===== config.mk =====
export PLATFORM = sky130hd
export DESIGN_NAME = charger_session_fsm_with_fault_guard_unit
export DESIGN_NICKNAME = d
export VERILOG_FILES = /design/src/design/csfg_pkg.sv /design/src/design/csfg_step.sv /design/src/design/charger_session_fsm_with_fault_guard_unit.sv
export SDC_FILE = /design/constraint.sdc
export NUM_CORES = 1
export LEC_CHECK = 0
export BUFFER_PORTS_ARGS = -buffer_cell sky130_fd_sc_hd__buf_2
export CAP_MARGIN = 20
export CORE_MARGIN = 2
export CORE_UTILIZATION = 55
export CTS_BUF_LIST = sky130_fd_sc_hd__clkbuf_8
export DETAILED_ROUTE_END_ITERATION = 8
export GPL_TIMING_DRIVEN = 0
export PLACE_DENSITY = 0.78
export SKIP_LAST_GASP = 1
export SLEW_MARGIN = 20
export SYNTH_ARGS = -nofsm -noshare
export SYNTH_HDL_FRONTEND = slang
export SYNTH_SLANG_ARGS = --single-unit
export TNS_END_PERCENT = 100

===== constraint.sdc =====
create_clock -name i_clk -period 3.86 [get_ports i_clk]
set_input_delay 0.386 -clock i_clk [delete_from_list [all_inputs] [get_ports i_clk]]
set_output_delay 0.386 -clock i_clk [all_outputs]
set_load 0.02 [all_outputs]

===== src/design/csfg_pkg.sv =====
// ----------------------------------------------------------------------------
// csfg_pkg
// Types and constants shared by the charger session controller.
// ----------------------------------------------------------------------------
`default_nettype none

package csfg_pkg;

    // Telemetry sample width (current, voltage, temperature)
    localparam int SAMPLE_WIDTH = 16;
    // Working width for threshold compares: wide enough for sample and limit
    localparam int LIM_W        = (SAMPLE_WIDTH > 16) ? SAMPLE_WIDTH : 16;
    localparam int DELTA_W      = 16;
    localparam int TIMER_W      = 32;
    localparam int CFG_DATA_W   = 32;
    localparam int CFG_IDX_W    = 2;

    localparam logic KIND_TELEMETRY = 1'b0;
    localparam logic KIND_CLEAR     = 1'b1;

    typedef enum logic [2:0] {
        ST_IDLE      = 3'd0,
        ST_CONNECTED = 3'd1,
        ST_CHARGING  = 3'd2,
        ST_COMPLETE  = 3'd3,
        ST_FAULT     = 3'd4
    } t_session_state;

    typedef enum logic [2:0] {
        FLT_NONE         = 3'd0,
        FLT_OVER_CURRENT = 3'd1,
        FLT_OVER_VOLTAGE = 3'd2,
        FLT_OVER_TEMP    = 3'd3,
        FLT_LINK_TIMEOUT = 3'd4
    } t_fault_code;

    typedef enum logic [CFG_IDX_W-1:0] {
        CFG_CURRENT_LIMIT     = 2'd0,
        CFG_VOLTAGE_LIMIT     = 2'd1,
        CFG_TEMPERATURE_LIMIT = 2'd2,
        CFG_LINK_TIMEOUT_MS   = 2'd3
    } t_cfg_index;

    localparam logic [15:0]        CURRENT_LIMIT_RST     = 16'd2000;
    localparam logic [15:0]        VOLTAGE_LIMIT_RST     = 16'd5000;
    localparam logic signed [15:0] TEMPERATURE_LIMIT_RST = 16'sd800;
    localparam logic [TIMER_W-1:0] LINK_TIMEOUT_MS_RST   = 32'd1000;

    typedef struct packed {
        logic                           kind;
        logic                           vehicle_connected;
        logic                           charge_requested;
        logic                           link_alive;
        logic [SAMPLE_WIDTH-1:0]        current_sample;
        logic [SAMPLE_WIDTH-1:0]        voltage_sample;
        logic signed [SAMPLE_WIDTH-1:0] temperature_sample;
        logic [DELTA_W-1:0]             delta_ms;
    } t_in_item;

    typedef struct packed {
        t_session_state charger_state;
        t_fault_code    fault_code;
        logic           contactor_closed;
    } t_out_item;

    typedef struct packed {
        logic [15:0]        current_limit;
        logic [15:0]        voltage_limit;
        logic signed [15:0] temperature_limit;
        logic [TIMER_W-1:0] link_timeout_ms;
    } t_cfg;

    typedef struct packed {
        t_session_state     state;
        t_fault_code        fault;
        logic               contactor;
        logic [TIMER_W-1:0] link_lost_ms;
    } t_session;

endpackage

`default_nettype wire


===== src/design/csfg_step.sv =====
// ----------------------------------------------------------------------------
// csfg_step
// One session step: link timer, prioritized fault check, session next state.
// ----------------------------------------------------------------------------
`default_nettype none

module csfg_step (
    input  wire csfg_pkg::t_in_item i_item,
    input  wire csfg_pkg::t_cfg     i_cfg,
    input  wire csfg_pkg::t_session i_sess,
    output csfg_pkg::t_session      o_sess
);
    import csfg_pkg::*;

    logic [TIMER_W:0]          w_sum;
    logic [TIMER_W-1:0]        w_lost;
    logic [LIM_W-1:0]          w_cur;
    logic [LIM_W-1:0]          w_cur_lim;
    logic [LIM_W-1:0]          w_volt;
    logic [LIM_W-1:0]          w_volt_lim;
    logic signed [LIM_W-1:0]   w_temp;
    logic signed [LIM_W-1:0]   w_temp_lim;
    t_fault_code               w_fault;

    // saturating lost-link timer
    assign w_sum  = {1'b0, i_sess.link_lost_ms} + (TIMER_W + 1)'(i_item.delta_ms);
    assign w_lost = i_item.link_alive ? '0
                  : (w_sum[TIMER_W] ? '1 : w_sum[TIMER_W-1:0]);

    assign w_cur      = LIM_W'(i_item.current_sample);
    assign w_cur_lim  = LIM_W'(i_cfg.current_limit);
    assign w_volt     = LIM_W'(i_item.voltage_sample);
    assign w_volt_lim = LIM_W'(i_cfg.voltage_limit);
    assign w_temp     = LIM_W'(i_item.temperature_sample);
    assign w_temp_lim = LIM_W'(i_cfg.temperature_limit);

    always_comb begin
        if (w_cur > w_cur_lim) begin
            w_fault = FLT_OVER_CURRENT;
        end else if (w_volt > w_volt_lim) begin
            w_fault = FLT_OVER_VOLTAGE;
        end else if (w_temp > w_temp_lim) begin
            w_fault = FLT_OVER_TEMP;
        end else if (w_lost >= i_cfg.link_timeout_ms) begin
            w_fault = FLT_LINK_TIMEOUT;
        end else begin
            w_fault = FLT_NONE;
        end
    end

    always_comb begin
        o_sess              = i_sess;
        o_sess.link_lost_ms = w_lost;
        o_sess.fault        = w_fault;
        o_sess.contactor    = 1'b0;
        if (i_item.kind == KIND_CLEAR) begin
            o_sess.state        = ST_IDLE;
            o_sess.fault        = FLT_NONE;
            o_sess.link_lost_ms = '0;
        end else if (w_fault != FLT_NONE) begin
            o_sess.state = ST_FAULT;
        end else begin
            unique case (i_sess.state)
                ST_CONNECTED: begin
                    if (!i_item.vehicle_connected) begin
                        o_sess.state = ST_IDLE;
                    end else if (i_item.charge_requested) begin
                        o_sess.state = ST_CHARGING;
                    end
                end
                ST_CHARGING: begin
                    if (!i_item.vehicle_connected) begin
                        o_sess.state = ST_IDLE;
                    end else if (!i_item.charge_requested) begin
                        o_sess.state = ST_COMPLETE;
                    end else begin
                        o_sess.contactor = 1'b1;
                    end
                end
                ST_COMPLETE: begin
                    if (!i_item.vehicle_connected) begin
                        o_sess.state = ST_IDLE;
                    end
                end
                ST_FAULT: begin
                    o_sess.state = ST_FAULT;
                end
                default: begin
                    o_sess.state = i_item.vehicle_connected ? ST_CONNECTED : ST_IDLE;
                end
            endcase
        end
    end

endmodule

`default_nettype wire


===== src/design/charger_session_fsm_with_fault_guard_unit.sv =====
// ----------------------------------------------------------------------------
// charger_session_fsm_with_fault_guard_unit
// Charger session controller with latched fault guard and lost-link timer.
// ----------------------------------------------------------------------------
//
//  Channel   Signals                               Payload
//  --------  ------------------------------------  -------------------------
//  input     i_in_valid / o_in_stall               i_in_data  (t_in_item)
//  output    o_out_valid / i_out_stall             o_out_data (t_out_item)
//  config    i_cfg_we, i_cfg_index                 i_cfg_data (32 bit)
//
//  One transaction per cycle sustained while the output is not stalled. Path:
//  input register, then the step logic (fault compares, timer add, next state)
//  feeding the result register, which is also where session state is committed.
//  Synchronous active-low reset restores session state and limit registers.
//  A stall on the output holds the result register; the input register keeps
//  accepting until it too is full, so stall reaches o_in_stall after one item.
//
`default_nettype none

module charger_session_fsm_with_fault_guard_unit (
    input  wire                                 i_clk,
    input  wire                                 i_rst_n,
    // input transaction channel
    input  wire                                 i_in_valid,
    output logic                                o_in_stall,
    input  wire csfg_pkg::t_in_item             i_in_data,
    // result transaction channel
    output logic                                o_out_valid,
    input  wire                                 i_out_stall,
    output csfg_pkg::t_out_item                 o_out_data,
    // configuration writes
    input  wire                                 i_cfg_we,
    input  wire [csfg_pkg::CFG_IDX_W-1:0]       i_cfg_index,
    input  wire [csfg_pkg::CFG_DATA_W-1:0]      i_cfg_data
);
    import csfg_pkg::*;

    t_cfg      r_cfg;
    t_session  r_sess;
    t_session  n_sess;
    logic      r_in_valid;
    t_in_item  r_in_item;
    logic      r_out_valid;
    t_out_item r_out_item;
    logic      w_advance;
    logic      w_in_take;

    // Stage 2 moves when the result register is empty or being drained.
    assign w_advance  = !r_out_valid || !i_out_stall;
    assign o_in_stall = r_in_valid && !w_advance;
    assign w_in_take  = i_in_valid && !o_in_stall;

    // limit registers
    always_ff @(posedge i_clk) begin
        if (!i_rst_n) begin
            r_cfg.current_limit     <= CURRENT_LIMIT_RST;
            r_cfg.voltage_limit     <= VOLTAGE_LIMIT_RST;
            r_cfg.temperature_limit <= TEMPERATURE_LIMIT_RST;
            r_cfg.link_timeout_ms   <= LINK_TIMEOUT_MS_RST;
        end else if (i_cfg_we) begin
            unique case (t_cfg_index'(i_cfg_index))
                CFG_CURRENT_LIMIT:     r_cfg.current_limit     <= i_cfg_data[15:0];
                CFG_VOLTAGE_LIMIT:     r_cfg.voltage_limit     <= i_cfg_data[15:0];
                CFG_TEMPERATURE_LIMIT: r_cfg.temperature_limit <= i_cfg_data[15:0];
                CFG_LINK_TIMEOUT_MS:   r_cfg.link_timeout_ms   <= i_cfg_data[TIMER_W-1:0];
                default: ;
            endcase
        end
    end

    // input register
    always_ff @(posedge i_clk) begin
        if (!i_rst_n) begin
            r_in_valid <= 1'b0;
        end else if (w_in_take) begin
            r_in_valid <= 1'b1;
        end else if (w_advance) begin
            r_in_valid <= 1'b0;
        end
    end

    always_ff @(posedge i_clk) begin
        if (w_in_take) begin
            r_in_item <= i_in_data;
        end
    end

    // step logic: state is read from the committed register
    csfg_step u_step (
        .i_item (r_in_item),
        .i_cfg  (r_cfg),
        .i_sess (r_sess),
        .o_sess (n_sess)
    );

    // session state commits when the item moves into the result register
    always_ff @(posedge i_clk) begin
        if (!i_rst_n) begin
            r_sess.state        <= ST_IDLE;
            r_sess.fault        <= FLT_NONE;
            r_sess.contactor    <= 1'b0;
            r_sess.link_lost_ms <= '0;
        end else if (r_in_valid && w_advance) begin
            r_sess <= n_sess;
        end
    end

    // result register
    always_ff @(posedge i_clk) begin
        if (!i_rst_n) begin
            r_out_valid <= 1'b0;
        end else if (w_advance) begin
            r_out_valid <= r_in_valid;
        end
    end

    always_ff @(posedge i_clk) begin
        if (r_in_valid && w_advance) begin
            r_out_item.charger_state    <= n_sess.state;
            r_out_item.fault_code       <= n_sess.fault;
            r_out_item.contactor_closed <= n_sess.contactor;
        end
    end

    assign o_out_valid = r_out_valid;
    assign o_out_data  = r_out_item;

endmodule

`default_nettype wire

==> results.sh <==
export IMPL_totalNegativeSetupSlack_ns=-3.19
export IMPL_synth_warnings=0
export IMPL_cts_sinks=192
export IMPL_core_area_um2=18100
export IMPL_synthesis_area_per_instance_um2=9.26
export IMPL_grt_pass1_vias=8320
export IMPL_grt_antenna_before_repair=0
export IMPL_postRouteWirelength_mm=26.3
export IMPL_grt_setup_unrepaired="true"
export IMPL_path_buf_inv=2
export IMPL_detailedRoute_firstPassIterationCount=6
export IMPL_worstPathCellList="ha_1 > a21o_1 > and4_4 > o2111a_2 > a2111oi_4 > buf_4 > nor2_4 > and4_1 > nor3_1 > ha_1 > a211oi_2 > o21ai_1 > o211ai_1 > a31oi_2 > a211oi_2 > nand4_1 > buf_6 > o31ai_4"
export IMPL_clock_latency_ns=0.49
export IMPL_layout_cells_most_common_list="sky130_fd_sc_hd__nand2_1 (199), sky130_fd_sc_hd__buf_2 (117), sky130_fd_sc_hd__dfxtp_1 (116), sky130_fd_sc_hd__ha_1 (88), sky130_fd_sc_hd__inv_1 (86)"
export IMPL_route_antenna_remaining_nets=0
export IMPL_whs_ns=0.0614
export IMPL_critPathMaxStageDelay_ns=0.45
export IMPL_switching_power_share_of_the_total=0.292
export IMPL_preCtsSetupSlack_ns=-0.946
export IMPL_worst_setup_path_start_kind="flip-flop"
export IMPL_ctsLongestPathBuffers=2
export IMPL_synthCells=1107
export IMPL_met1_usage=0.339
export IMPL_synth_seq_area_share=0.448
export IMPL_clock_tree_root_cell="sky130_fd_sc_hd__clkbuf_8"
export IMPL_critPathRequiredTime_ns=4.28
export IMPL_critPathKind="flip-flop to flip-flop"
export IMPL_outcome="complete, but fails checks"
export IMPL_grt_remaining_overflow=0
export IMPL_gr_max_usage_layer="met2"
export IMPL_synth_enable_flop_cells=75
export IMPL_vias=8875
export IMPL_grt_pass1_wl_mm=40.8
export IMPL_synth_async_reset_ratio=0
export IMPL_initial_core_util=0.565
export IMPL_clk_transition_reported_paths_ns=0.12
export IMPL_route_detailed_drc=0
export IMPL_port_buffers=114
export IMPL_setup_violations_final=8
export IMPL_mappedNetlistArea_um2=10300
export IMPL_htree_num_levels=4
export IMPL_gp_routability_congestion=0.906
export IMPL_p_comb_frac=0.135
export IMPL_power_leakage_nw=4.98
export IMPL_yosys_most_used_dff="sky130_fd_sc_hd__dfxtp_1"
export IMPL_timing_critical_path_to_type="flip-flop"
export IMPL_worst_slew_margin_rel=0.390
export IMPL_dr_first_iter_drc_count=664
export IMPL_count_of_unique_library_cells_instantiated_by_yosys=63
export IMPL_seq_power_share=0.538
export IMPL_critical_path_slowest_cell="sky130_fd_sc_hd__edfxtp_1"
export IMPL_hp_class="primary input to flip-flop"
export IMPL_n_fill_cell=1371
export IMPL_globalRouteMet2Util=0.434
export IMPL_failed_checks="setup timing"
export IMPL_drive_above_1_share=0.219
export IMPL_timing_critical_path_max_delay_family="compound AO/OA/AOI/OAI gates"
export IMPL_arrival_ns=4.73
export IMPL_report_power_total_mw=4.14
export IMPL_area_delta_synth_final_pct=20.8
export IMPL_timing_hold_violations_final=0
export IMPL_crit_path_max_fanout=7
export IMPL_layout_commonest_cell="sky130_fd_sc_hd__nand2_1"
export IMPL_worst_slew_pin_slew_ns=0.915
export IMPL_yosys_area_top_type="sky130_fd_sc_hd__dfxtp_1"
export IMPL_multi_input_comb_area_um2=5650
export IMPL_avgRoutedWirePerCell_um=17.3
export IMPL_grt_usage=0.260
export IMPL_internal_power_mw=2.93
export IMPL_route_detailed_vias_per_inst=5.83
export IMPL_slew_violations=0
export IMPL_synthesis_nets=1311
export IMPL_timing_final_crit_share=1.12
export IMPL_sequential_cell_area_um2=4600
export IMPL_die_height_um=141
export IMPL_synth_area_top_cells="sky130_fd_sc_hd__dfxtp_1 (23%), sky130_fd_sc_hd__edfxtp_1 (22%), sky130_fd_sc_hd__ha_1 (12%)"
export IMPL_tritoncts_clock_tree="yes"
export IMPL_netSwitchingPower_mw=1.21
export IMPL_vdd_ir_drop_max_uv=293
export IMPL_power_density_nw_per_um2=334
export IMPL_fin_ws_ns=-0.445
export IMPL_row_count=49
export IMPL_die_area_um2=19800
export IMPL_die_width_um=141
export IMPL_design_portCount=116
export IMPL_groute_layer_met3_usage=0.0506
export IMPL_detailed_place_hpwl_mm=18.7
export IMPL_nets=1482
export IMPL_yosys_register_bits=192
export IMPL_finalClockSkew_ns=0.0268
export IMPL_maximum_number_of_pins_on_one_net_before_global_route_repair=31
export IMPL_maxClockFrequency_mhz=232
export IMPL_yosys_area_top_type_share=0.228
export IMPL_layout_min_cycle_time_ns=4.31
export IMPL_cts_hold_buffers_added=0
export IMPL_maxCapViolations=0
export IMPL_power_frac_clock=0.326
export IMPL_cts_inserted_buffers=17
-- power by group through the flow --
stage / sequential (mW) / combinational, mW / clock [mW]
6_report: 2.23 / 0.559 / 1.35
5_1_grt: 2.24 / 0.617 / 1.43
4_1_cts: 2.23 / 0.534 / 1.35
3_5_place_dp: 2.27 / 0.498 / 0
3_3_place_gp: 2.27 / 0.473 / 0
2_1_floorplan: 2.27 / 0.311 / 0
-- cells by family after synthesis --
logic type,Yosys count,share of synthesized area
xor+xnor,17,0.0145
fa+ha+maj,97,0.119
simple gates,371,0.164
compound gates,291,0.199
buf+inv,134,0.0505
flops,192,0.448
mux,5,0.00488
-- final cells by class --
cell class / instances / share of cell area
Sequential cell: 192 / 0.371
Clock inverter: 14 / 0.0129
Antenna cell: 1 / 0.000202
Inverter: 86 / 0.0261
Buffer: 46 / 0.0172
Clock buffer: 18 / 0.0200
Tap cell: 229 / 0.0231
Multi-Input combinational cell: 781 / 0.456
Timing Repair Buffer: 154 / 0.0741
-- routing by layer --
| metal | vias up | wire [µm] | share of wire |
|---|---|---|---|
| li1 | 4284 | - | - |
| met1 | 4175 | 11300 | 0.43 |
| met2 | 359 | 12600 | 0.48 |
| met3 | 57 | 1710 | 0.065 |
| met4 | 0 | 631 | 0.024 |
| met5 | - | 0 | 0 |
-- Yosys cell counts, types with 18 or more instances --
master / count
sky130_fd_sc_hd__a21oi_1: 65
sky130_fd_sc_hd__dfxtp_1: 117
sky130_fd_sc_hd__o211ai_1: 27
sky130_fd_sc_hd__clkbuf_1: 36
sky130_fd_sc_hd__o21ai_0: 29
sky130_fd_sc_hd__nand4_1: 20
sky130_fd_sc_hd__edfxtp_1: 75
sky130_fd_sc_hd__nor2_1: 59
sky130_fd_sc_hd__inv_1: 86
sky130_fd_sc_hd__ha_1: 96
sky130_fd_sc_hd__a21boi_0: 65
sky130_fd_sc_hd__nand2_1: 200
sky130_fd_sc_hd__a21o_1: 18
-- final timing paths --
kind / from / endpoint / slack (ns) / depth (start not counted)
setup reg to reg: r_in_item[1] / r_sess[36] / -0.45 / 18
hold / removal: i_in_data[55] / r_in_item[55] / 0.06 / 1
hold reg to reg: r_sess[10] / r_sess[10] / 0.47 / 2
setup / recovery: r_in_item[1] / r_sess[36] / -0.45 / 18
-- sequential cells by signal, summed over array words and instances, names as in the netlist --
register / cells
r_in_valid: 1
o_out_valid: 1
r_sess: 35
o_out_data: 7
r_in_item: 68
r_cfg: 80
-- through the flow --
stage                     utilization  area (µm²)  std cells
after floorplan                     -       10300       1107
after global placement          0.614       11100       1450
after detailed placement        0.617       11200       1452
after CTS                       0.665       12100       1509
after global routing            0.683       12400       1520
final                           0.683       12400       1521
-- what timing repair did --
item | 4_1_cts | 5_1_grt
gates resized for setup | 61 | 52
pin swaps | 50 | 42
endpoints found under the setup margin | 8 | 8
buffers inserted | 27 | 11
(Power assumes the default switching activity.)
